### src/rtl/prfm_pkg.sv
`timescale 1ns / 1ps
// Shared types, widths and constants of the pulse flow rate meter.
// No dependencies; imported by every module of the block.
package prfm_pkg;

	// Default depth of the request queue between front and back
	localparam int QUEUE_DEPTH_DEF = 4;

	// Field and state widths
	localparam int TIME_W     = 32;
	localparam int TALLY_W    = 32;
	localparam int MIN_W      = 16;
	localparam int K_W        = 10;
	localparam int RATE_W     = 24;
	localparam int VOL_W      = 48;
	localparam int K60_W      = 16;
	localparam int VOLMS_W    = 42;
	localparam int FRAC_W     = 16;
	localparam int CFG_IDX_W  = 1;
	localparam int CFG_DATA_W = 16;

	// Divider widths: pulses * 256e6 < 2^60, 60 * k * elapsed < 2^48
	localparam int NUM_W = 60;
	localparam int DEN_W = 48;
	localparam int CNT_W = 6;

	// Scale constants
	localparam logic [27:0]    RATE_NUM = 28'd256000000;
	localparam logic [9:0]     VOL_MUL  = 10'd1000;
	localparam logic [5:0]     PER_MIN  = 6'd60;

	// Register reset values
	localparam logic [MIN_W-1:0] MIN_INTERVAL_RST = 16'd200;
	localparam logic [K_W-1:0]   K_RST            = 10'd38;

	// Register indexes
	localparam logic [CFG_IDX_W-1:0] CFG_MIN_INTERVAL   = 1'b0;
	localparam logic [CFG_IDX_W-1:0] CFG_PULSES_PER_LPM = 1'b1;

	// Request kinds
	localparam logic KIND_PULSE = 1'b0;
	localparam logic KIND_READ  = 1'b1;

	// Back-end sequencer states
	localparam int STATE_W = 3;
	localparam logic [STATE_W-1:0] ST_IDLE = 3'd0;
	localparam logic [STATE_W-1:0] ST_MUL  = 3'd1;
	localparam logic [STATE_W-1:0] ST_DEN  = 3'd2;
	localparam logic [STATE_W-1:0] ST_DIV  = 3'd3;
	localparam logic [STATE_W-1:0] ST_EMIT = 3'd4;

	typedef struct packed {
		logic [MIN_W-1:0] min_interval_ms;
		logic [K_W-1:0]   pulses_per_lpm;
	} cfg_t;

	typedef struct packed {
		logic              kind;
		logic [TIME_W-1:0] now_ms;
	} item_t;

	typedef struct packed {
		logic [STATE_W-1:0] state;
		logic               div_done;
		logic               load_out;
	} back_status_t;

endpackage

### src/rtl/prfm_front.sv
`timescale 1ns / 1ps
// Front end: accepts requests, classifies them and queues them for the back end.
// Depends on prfm_pkg.
module prfm_front import prfm_pkg::*; #(
	parameter int DEPTH = QUEUE_DEPTH_DEF
) (
	input  logic              clk,
	input  logic              arst_n,
	input  logic              item_valid,
	output logic              item_stall,
	input  logic              mode,
	input  logic [TIME_W-1:0] now_ms,
	output logic              q_valid,
	output item_t             q_item,
	input  logic              q_pop
);

	localparam int PTR_W   = (DEPTH > 1) ? $clog2(DEPTH) : 1;
	localparam int COUNT_W = $clog2(DEPTH + 1);

	item_t              slots_q [DEPTH];
	logic [PTR_W-1:0]   wr_ptr_q;
	logic [PTR_W-1:0]   rd_ptr_q;
	logic [COUNT_W-1:0] count_q;
	logic               push;
	item_t              new_item;

	// Classify the incoming request
	always_comb begin
		new_item.kind   = (mode == 1'b1) ? KIND_READ : KIND_PULSE;
		new_item.now_ms = now_ms;
	end

	assign item_stall = (count_q == COUNT_W'(DEPTH));
	assign push       = item_valid && !item_stall;
	assign q_valid    = (count_q != '0);
	assign q_item     = slots_q[rd_ptr_q];

	// Store the request
	always_ff @(posedge clk) begin
		if (push) begin
			slots_q[wr_ptr_q] <= new_item;
		end
	end

	// Advance pointers and occupancy
	always_ff @(posedge clk or negedge arst_n) begin
		if (!arst_n) begin
			wr_ptr_q <= '0;
			rd_ptr_q <= '0;
			count_q  <= '0;
		end else begin
			if (push) begin
				wr_ptr_q <= (wr_ptr_q == PTR_W'(DEPTH - 1)) ? '0 : wr_ptr_q + 1'b1;
			end
			if (q_pop) begin
				rd_ptr_q <= (rd_ptr_q == PTR_W'(DEPTH - 1)) ? '0 : rd_ptr_q + 1'b1;
			end
			unique case ({push, q_pop})
				2'b10:   count_q <= count_q + 1'b1;
				2'b01:   count_q <= count_q - 1'b1;
				default: count_q <= count_q;
			endcase
		end
	end

endmodule

### src/rtl/prfm_div.sv
`timescale 1ns / 1ps
// Restoring divider, one quotient bit per cycle.
// Depends on prfm_pkg.
module prfm_div import prfm_pkg::*; (
	input  logic             clk,
	input  logic             arst_n,
	input  logic             start,
	input  logic [NUM_W-1:0] num,
	input  logic [DEN_W-1:0] den,
	output logic             done,
	output logic [NUM_W-1:0] quo
);

	logic             busy_q;
	logic             done_q;
	logic [CNT_W-1:0] cnt_q;
	logic [NUM_W-1:0] quo_q;
	logic [DEN_W-1:0] rem_q;
	logic [DEN_W-1:0] den_q;
	logic [DEN_W:0]   trial;
	logic [DEN_W:0]   diff;
	logic             fits;

	// Shift in the next numerator bit and try the subtraction
	assign trial = {rem_q, quo_q[NUM_W-1]};
	assign diff  = trial - {1'b0, den_q};
	assign fits  = (trial >= {1'b0, den_q});

	assign done = done_q;
	assign quo  = quo_q;

	// Hold operands and step the quotient
	always_ff @(posedge clk) begin
		if (start) begin
			quo_q <= num;
			rem_q <= '0;
			den_q <= den;
		end else if (busy_q) begin
			quo_q <= {quo_q[NUM_W-2:0], fits};
			rem_q <= fits ? diff[DEN_W-1:0] : trial[DEN_W-1:0];
		end
	end

	// Count steps
	always_ff @(posedge clk or negedge arst_n) begin
		if (!arst_n) begin
			busy_q <= 1'b0;
			done_q <= 1'b0;
			cnt_q  <= '0;
		end else begin
			done_q <= 1'b0;
			if (start) begin
				busy_q <= 1'b1;
				cnt_q  <= '0;
			end else if (busy_q) begin
				cnt_q <= cnt_q + 1'b1;
				if (cnt_q == CNT_W'(NUM_W - 1)) begin
					busy_q <= 1'b0;
					done_q <= 1'b1;
				end
			end
		end
	end

endmodule

### src/rtl/prfm_back.sv
`timescale 1ns / 1ps
// Back end: pulse tally, interval check, rate and volume computation, result register.
// Depends on prfm_pkg and prfm_div.
module prfm_back import prfm_pkg::*; (
	input  logic               clk,
	input  logic               arst_n,
	input  cfg_t               cfg,
	input  logic               q_valid,
	input  item_t              q_item,
	output logic               q_pop,
	output logic               result_valid,
	input  logic               result_stall,
	output logic               updated,
	output logic [RATE_W-1:0]  rate_q8,
	output logic [VOL_W-1:0]   volume_q16,
	output back_status_t       status
);

	logic [STATE_W-1:0] state_q;
	logic [TALLY_W-1:0] tally_q;
	logic [TIME_W-1:0]  last_q;
	logic [RATE_W-1:0]  rate_held_q;
	logic [VOL_W-1:0]   vol_q;

	logic [TALLY_W-1:0] pulses_q;
	logic [TIME_W-1:0]  elapsed_q;
	logic [NUM_W-1:0]   rate_num_q;
	logic [NUM_W-1:0]   vol_num_q;
	logic [K60_W-1:0]   k60_q;

	logic               out_valid_q;
	logic               updated_q;
	logic [RATE_W-1:0]  rate_out_q;
	logic [VOL_W-1:0]   vol_out_q;

	logic [TIME_W-1:0]  elapsed;
	logic               due;
	logic               out_free;
	logic               is_pulse;
	logic               load_out;
	logic               div_start;
	logic               rate_done;
	logic               vol_done;
	logic               div_done;
	logic [NUM_W-1:0]   rate_quo;
	logic [NUM_W-1:0]   vol_quo;
	logic [DEN_W-1:0]   rate_den;
	logic [DEN_W-1:0]   vol_den;
	logic [K_W-1:0]     k_eff;
	logic [VOLMS_W-1:0] vol_ms;
	logic [VOL_W:0]     vol_sum;
	logic [RATE_W-1:0]  rate_new;
	logic [VOL_W-1:0]   vol_new;

	// Classify the head request against the interval
	assign elapsed  = q_item.now_ms - last_q;
	assign due      = (elapsed != '0) && (elapsed >= TIME_W'(cfg.min_interval_ms));
	assign is_pulse = (q_item.kind == KIND_PULSE);
	assign out_free = !out_valid_q || !result_stall;

	assign q_pop = (state_q == ST_IDLE) && q_valid && (is_pulse || due || out_free);

	// Load the result register on an early read or at the end of an update
	assign load_out = ((state_q == ST_IDLE) && q_valid && !is_pulse && !due && out_free)
		|| ((state_q == ST_EMIT) && out_free);

	// Scale products
	assign k_eff    = (cfg.pulses_per_lpm == '0) ? K_W'(1) : cfg.pulses_per_lpm;
	assign vol_ms   = VOLMS_W'(pulses_q) * VOLMS_W'(VOL_MUL);
	assign rate_den = DEN_W'(k60_q) * DEN_W'(elapsed_q);
	assign vol_den  = DEN_W'(k60_q);

	assign div_start = (state_q == ST_DEN);
	assign div_done  = rate_done && vol_done;

	prfm_div u_rate_div (
		.clk    (clk),
		.arst_n (arst_n),
		.start  (div_start),
		.num    (rate_num_q),
		.den    (rate_den),
		.done   (rate_done),
		.quo    (rate_quo)
	);

	prfm_div u_vol_div (
		.clk    (clk),
		.arst_n (arst_n),
		.start  (div_start),
		.num    (vol_num_q),
		.den    (vol_den),
		.done   (vol_done),
		.quo    (vol_quo)
	);

	// Saturate rate and volume
	assign vol_sum  = {1'b0, vol_q} + {1'b0, vol_quo[VOL_W-1:0]};
	assign rate_new = (|rate_quo[NUM_W-1:RATE_W]) ? '1 : rate_quo[RATE_W-1:0];
	assign vol_new  = ((|vol_quo[NUM_W-1:VOL_W]) || vol_sum[VOL_W]) ? '1 : vol_sum[VOL_W-1:0];

	// Work registers
	always_ff @(posedge clk) begin
		if ((state_q == ST_IDLE) && q_valid && !is_pulse && due) begin
			pulses_q  <= tally_q;
			elapsed_q <= elapsed;
		end
		if (state_q == ST_MUL) begin
			rate_num_q <= NUM_W'(pulses_q) * NUM_W'(RATE_NUM);
			vol_num_q  <= {{(NUM_W - VOLMS_W - FRAC_W){1'b0}}, vol_ms, {FRAC_W{1'b0}}};
			k60_q      <= K60_W'(k_eff) * K60_W'(PER_MIN);
		end
	end

	// Result payload
	always_ff @(posedge clk) begin
		if (load_out) begin
			if (state_q == ST_EMIT) begin
				updated_q  <= 1'b1;
				rate_out_q <= rate_new;
				vol_out_q  <= vol_new;
			end else begin
				updated_q  <= 1'b0;
				rate_out_q <= rate_held_q;
				vol_out_q  <= vol_q;
			end
		end
	end

	// Sequencer and meter state
	always_ff @(posedge clk or negedge arst_n) begin
		if (!arst_n) begin
			state_q     <= ST_IDLE;
			tally_q     <= '0;
			last_q      <= '0;
			rate_held_q <= '0;
			vol_q       <= '0;
			out_valid_q <= 1'b0;
		end else begin
			if (load_out) begin
				out_valid_q <= 1'b1;
			end else if (!result_stall) begin
				out_valid_q <= 1'b0;
			end
			unique case (state_q)
				ST_IDLE: begin
					if (q_pop) begin
						if (is_pulse) begin
							if (tally_q != '1) begin
								tally_q <= tally_q + 1'b1;
							end
						end else if (due) begin
							tally_q <= '0;
							last_q  <= q_item.now_ms;
							state_q <= ST_MUL;
						end
					end
				end
				ST_MUL: begin
					state_q <= ST_DEN;
				end
				ST_DEN: begin
					state_q <= ST_DIV;
				end
				ST_DIV: begin
					if (div_done) begin
						state_q <= ST_EMIT;
					end
				end
				ST_EMIT: begin
					if (out_free) begin
						rate_held_q <= rate_new;
						vol_q       <= vol_new;
						state_q     <= ST_IDLE;
					end
				end
				default: begin
					state_q <= ST_IDLE;
				end
			endcase
		end
	end

	assign result_valid = out_valid_q;
	assign updated      = updated_q;
	assign rate_q8      = rate_out_q;
	assign volume_q16   = vol_out_q;

	always_comb begin
		status.state    = state_q;
		status.div_done = div_done;
		status.load_out = load_out;
	end

endmodule

### src/rtl/pulse_flow_rate_meter_core.sv
`timescale 1ns / 1ps
// Top level of the pulse flow rate meter: configuration registers, front and back ends.
// Depends on prfm_pkg, prfm_front, prfm_back.
//
// channel  | handshake                 | payload
// ---------+---------------------------+-----------------------------------
// item     | item_valid / item_stall   | mode, now_ms
// result   | result_valid / result_stall | updated, rate_q8, volume_q16
// cfg      | cfg_valid / cfg_ready     | cfg_index, cfg_data
//
// A pulse request is popped and tallied once it reaches the queue head while the back end is idle.
// A read that updates holds the back end through the pop, the multiply and denominator setup states,
// the steps of the two radix-2 dividers side by side, the wait for done and the emit.
// A read that comes too early is answered with the held values once the result register is free.
// The queue accepts requests while the back end works; item_stall rises only when full.
// Reset clears the tally, timestamp, held rate, volume and queue; cfg_ready is always high.
module pulse_flow_rate_meter_core import prfm_pkg::*; #(
	parameter int QUEUE_DEPTH = QUEUE_DEPTH_DEF
) (
	input  logic                  clk,
	input  logic                  arst_n,
	input  logic                  item_valid,
	output logic                  item_stall,
	input  logic                  mode,
	input  logic [TIME_W-1:0]     now_ms,
	output logic                  result_valid,
	input  logic                  result_stall,
	output logic                  updated,
	output logic [RATE_W-1:0]     rate_q8,
	output logic [VOL_W-1:0]      volume_q16,
	input  logic                  cfg_valid,
	output logic                  cfg_ready,
	input  logic [CFG_IDX_W-1:0]  cfg_index,
	input  logic [CFG_DATA_W-1:0] cfg_data
);

	cfg_t         cfg_q;
	logic         q_valid;
	item_t        q_item;
	logic         q_pop;
	back_status_t bst;

	assign cfg_ready = 1'b1;

	// Write configuration registers
	always_ff @(posedge clk or negedge arst_n) begin
		if (!arst_n) begin
			cfg_q.min_interval_ms <= MIN_INTERVAL_RST;
			cfg_q.pulses_per_lpm  <= K_RST;
		end else if (cfg_valid && cfg_ready) begin
			unique case (cfg_index)
				CFG_MIN_INTERVAL:   cfg_q.min_interval_ms <= cfg_data[MIN_W-1:0];
				CFG_PULSES_PER_LPM: cfg_q.pulses_per_lpm  <= cfg_data[K_W-1:0];
				default:            cfg_q <= cfg_q;
			endcase
		end
	end

	prfm_front #(
		.DEPTH (QUEUE_DEPTH)
	) u_front (
		.clk        (clk),
		.arst_n     (arst_n),
		.item_valid (item_valid),
		.item_stall (item_stall),
		.mode       (mode),
		.now_ms     (now_ms),
		.q_valid    (q_valid),
		.q_item     (q_item),
		.q_pop      (q_pop)
	);

	prfm_back u_back (
		.clk          (clk),
		.arst_n       (arst_n),
		.cfg          (cfg_q),
		.q_valid      (q_valid),
		.q_item       (q_item),
		.q_pop        (q_pop),
		.result_valid (result_valid),
		.result_stall (result_stall),
		.updated      (updated),
		.rate_q8      (rate_q8),
		.volume_q16   (volume_q16),
		.status       (bst)
	);

`ifndef SYNTHESIS
	// Pop only a queue that holds a request
	a_pop_nonempty: assert property (@(posedge clk) disable iff (!arst_n)
		q_pop |-> q_valid)
		else $error("queue popped while empty");

	// Divider completes only while the sequencer waits for it
	a_done_in_div: assert property (@(posedge clk) disable iff (!arst_n)
		bst.div_done |-> (bst.state == ST_DIV))
		else $error("divider done outside divide state");

	// Never overwrite a result that is still stalled
	a_load_free: assert property (@(posedge clk) disable iff (!arst_n)
		bst.load_out |-> !(result_valid && result_stall))
		else $error("result register overwritten while stalled");

	// A loaded result is presented in the next cycle
	a_load_shows: assert property (@(posedge clk) disable iff (!arst_n)
		bst.load_out |=> result_valid)
		else $error("loaded result not presented");
`endif

endmodule
### config.mk
export PLATFORM = sky130hd
export DESIGN_NAME = pulse_flow_rate_meter_core
export DESIGN_NICKNAME = d
export VERILOG_FILES = /design/src/rtl/prfm_pkg.sv /design/src/rtl/prfm_front.sv /design/src/rtl/prfm_div.sv /design/src/rtl/prfm_back.sv /design/src/rtl/pulse_flow_rate_meter_core.sv
export SDC_FILE = /design/constraint.sdc
export NUM_CORES = 2
export LEC_CHECK = 0
export BUFFER_PORTS_ARGS = -buffer_cell sky130_fd_sc_hd__buf_2
export CAP_MARGIN = 10
export CORE_ASPECT_RATIO = 0.75
export CORE_UTILIZATION = 42
export DETAILED_ROUTE_END_ITERATION = 6
export PLACE_DENSITY_LB_ADDON = 0.3
export SYNTH_ARGS = -nofsm -noshare
export SYNTH_HDL_FRONTEND = slang
export SYNTH_SLANG_ARGS = --single-unit
### constraint.sdc
create_clock -name clk -period 21.7 [get_ports clk]
set_clock_uncertainty 0.15 [all_clocks]
set_input_delay 4.34 -clock clk [delete_from_list [all_inputs] [get_ports clk]]
set_output_delay 4.34 -clock clk [all_outputs]
set_load 0.05 [all_outputs]
==> out/metrics.cfg <==
[status]
status = finished, final reports clean

[clocking]
cts.sinks = 831
clockRootBuffer = clkbuf_16
cts-buffers-inserted = 88
clk_pin_slew_ps = 60
cts_tree = built
clk_path_buf_depth = 3
ctsHoldBuffers = 0
cts_resized = 0
h-tree-depth = 3
clock_latency_ps = 720
cts_setup_buffers = 0

[cells_and_area]
fillCellCount = 14400
drive_gt1_share_pct = 6.94
nNetsFinal = 7628
design_area_mm2 = 0.0714
area_growth_pct = 9.08

[drt]
drc = 0
first_pass_iters = 6
via_per_inst = 5.24
wl_per_cell_um = 17.6
drt_wl_total_mm = 151
drt_iter0_markers = 3266
num_vias = 44900
ant_nets = 0

[yosys]
synth_edf_count = 546
synthesis.area_mm2 = 0.0654
synthSimpleGateAreaFrac_pct = 13.4
synth_common_cells = inv_1 (920), nand2_1 (786), fa_1 (598), edfxtp_1 (546), ha_1 (520)
syn_avg_cell_area_um2 = 10.2
synth_top_area_share_pct = 25.1
yosys-top-cells-area = edfxtp_1 (25%), fa_1 (18%), ha_1 (9.9%)
syn-num-nets = 7587
synth-seq-area-share_pct = 35.2
synth-adder-area-share_pct = 28.2
syn_inst = 6414
synth_mux_area_share_pct = 2.61
synth_cell_types = 93
ys.flop_type = edfxtp_1
synth_compound_area_share_pct = 9.91
yosys.area_share.xor_xnor_pct = 3.97
yosys_warnings = 0
synth-seq-cells = 831
netlist.top_cell.by_area = edfxtp_1
async_reset_ff_share_pct = 22.7
synth_top_family_by_area = adder cells
yosysMostFrequentCell = inv_1

[floorplan]
die_h_um = 344
core_mm2 = 0.155
start_util_pct = 42.3
row_count = 125
ioPinCount = 131
die_w_um = 458
die-area_mm2 = 0.157

[critical_path]
critPathMaxFanout = 33
critPathArrivalTime_ps = 8090
setup.worst_path.start = u_back.k60_q[10]
worst-r2r-cell-count = 24
crit_path_end_kind = register
cp-endpoint = u_back.u_rate_div.den_q[45]
rrSetupSlack_ps = 13900
path_class = register to register
crit_path_start_kind = register
worst_r2r_endpoint = u_back.u_rate_div.den_q[45]
path_cells = buf_4, nand2_1, fa_1, inv_1, fa_1, fa_1, fa_1, fa_1, inv_1, fa_1, inv_1, ha_1, a21o_1, or3_1, or2_2, o211ai_1, a21oi_1, nand3b_1, a311o_1, nand3_1, o221ai_1, a2111oi_0, nor3_1, xor2_1
cpMostUsedCell = fa_1
critPathSlowestCell = fa_1
cpPeakStageDelay_ps = 570
worstPathRequired_ps = 21990
r2r-start = u_back.k60_q[10]

[timing]
rsz0062_at_grt = false
setup_violations = 0
max_slew_margin_pct = 14.8
post-route-period-util_pct = 35.9
slew_violations = 0
fmax_mhz = 128
min_period_ps = 7800
finalSetupTns_ps = 0
tightest_slew_ps = 1270
hold_violations = 0

[power_and_ir_drop]
powerDensity_mw_per_mm2 = 92.5
vdd_drop_max_v = 0.0000785
p_leak_nw = 31.6

[run]
max-cap-violations = 0

[placed_design]
post_dp_cell_area_mm2 = 0.0682
io_buffers = 129
dp_hpwl_mm = 112
gp_congestion = 0.860

[grt]
grt_max_degree = 107
grt_usage_pct = 19.3
grt_overflow = 0
antenna_found_initial = 11
grt_pass1_vias = 44600
grt_first_pass_wirelength_mm = 244

[worst_hold_path]
min_path_type = register to register

## placed cells by master, fill, tap and decap left out, types with 25 or more instances in the layout
cell	Yosys	final
nor2_1	367	367
o21ai_0	288	288
o21bai_1	41	41
mux2_4	26	26
inv_1	920	918
nand2b_1	47	46
and3_1	47	47
nand4_1	42	42
o21a_1	40	40
edfxtp_1	546	546
mux2i_1	35	35
a211oi_1	41	41
nand2_1	786	785
a21o_1	104	104
nand3_1	74	74
dfxtp_1	96	96
a21oi_1	341	339
clkbuf_16	0	90
xnor2_1	165	165
fa_1	598	598
buf_2	10	128
buf_4	1	46
and2_1	261	261
a31oi_1	26	25
nor3_1	54	54
dfrtp_1	183	180
nor2b_1	39	38
mux4_2	33	33
nor4_1	51	51
ha_1	520	520
xor2_1	132	132
## cell families (layout without fill, tap and decap cells)
kind of cell,count (synthesis),count (layout)
mux,114,114
buf+inv,1146,1263
simple gates,1859,1859
fa+ha+maj,1118,1118
other cells,1,7
xor+xnor,297,297
flops,831,831
compound gates,1048,1048
## critical path: cells and delay by family, from the launching register on
family          cells  cell delay [ps]
flops               1              330
xor+xnor            1              170
buf+inv             4              590
fa+ha+maj           7             3360
simple gates        6             1300
compound gates      6             1620
## routing by layer
layer  GRT usage, %  share of wire (%)
met5          0.266              0.076
met3           3.70                6.4
met1           30.1                 51
met2           27.7                 41
met4           3.80                1.6
## state kept, by name (all words and copies together), names as in the netlist, 14 cells and up
signal,count
u_front.slots_q,132
u_back.u_rate_div.quo,60
u_back.u_vol_div.quo,60
u_back.u_rate_div.rem_q,48
u_back.u_vol_div.rem_q,48
u_back.vol_q,48
u_back.volume_q16,48
u_back.rate_num_q,46
u_back.u_rate_div.den_q,46
u_back.vol_num_q,37
u_back.elapsed_q,32
u_back.last_q,32
u_back.pulses_q,32
u_back.tally_q,32
cfg_q,26
u_back.rate_held_q,24
u_back.rate_q8,24
u_back.k60_q,14
u_back.u_vol_div.den_q,14
## where the power goes
part / switching [mW] / leakage, nW / internal, mW / total, mW
registers: 0.204 / 7.83 / 2.11 / 2.32
clock network: 0.670 / 1.54 / 0.966 / 1.64
logic: 1.56 / 22.2 / 1.09 / 2.65
total: 2.43 / 31.6 / 4.17 / 6.60
## stage by stage
stage	hold slack [ps]	util [%]	power [mW]	instances	worst slack [ps]
floorplan	275	-	4.31	6414	12230
global placement	289	44.0	4.92	8397	14080
detailed placement	306	44.0	4.97	8397	13950
CTS	320	46.1	6.64	8563	13930
global route	322	46.1	7.05	8566	13630
finish	314	46.1	6.60	8569	13900
## area by class of cell
| class | count | area [µm²] | area share, % |
|---|---|---|---|
| inverter | 922 | 3470 | 4.86 |
| antenna | 6 | 15.0 | 0.0210 |
| sequential | 831 | 23100 | 32.3 |
| multi-input combinational | 4437 | 38100 | 53.4 |
| clock buffer | 127 | 2530 | 3.55 |
| timing repair buffer | 175 | 1000 | 1.40 |
| clock inverter | 39 | 644 | 0.903 |
| tap | 2032 | 2540 | 3.56 |
## how the worst min path moves through the flow
stage | cells after the start | endpoint | startpoint
after global routing | 0 | u_back.pulses_q[24] | u_back.tally_q[24]
final | 0 | u_back.pulses_q[24] | u_back.tally_q[24]
after detailed placement | 0 | u_back.pulses_q[24] | u_back.tally_q[24]
after CTS | 0 | u_back.pulses_q[24] | u_back.tally_q[24]
after floorplan | 0 | u_back.pulses_q[24] | u_back.tally_q[24]
after global placement | 0 | u_back.pulses_q[24] | u_back.tally_q[24]
No activity file was read; power rests on OpenSTA's default activity.
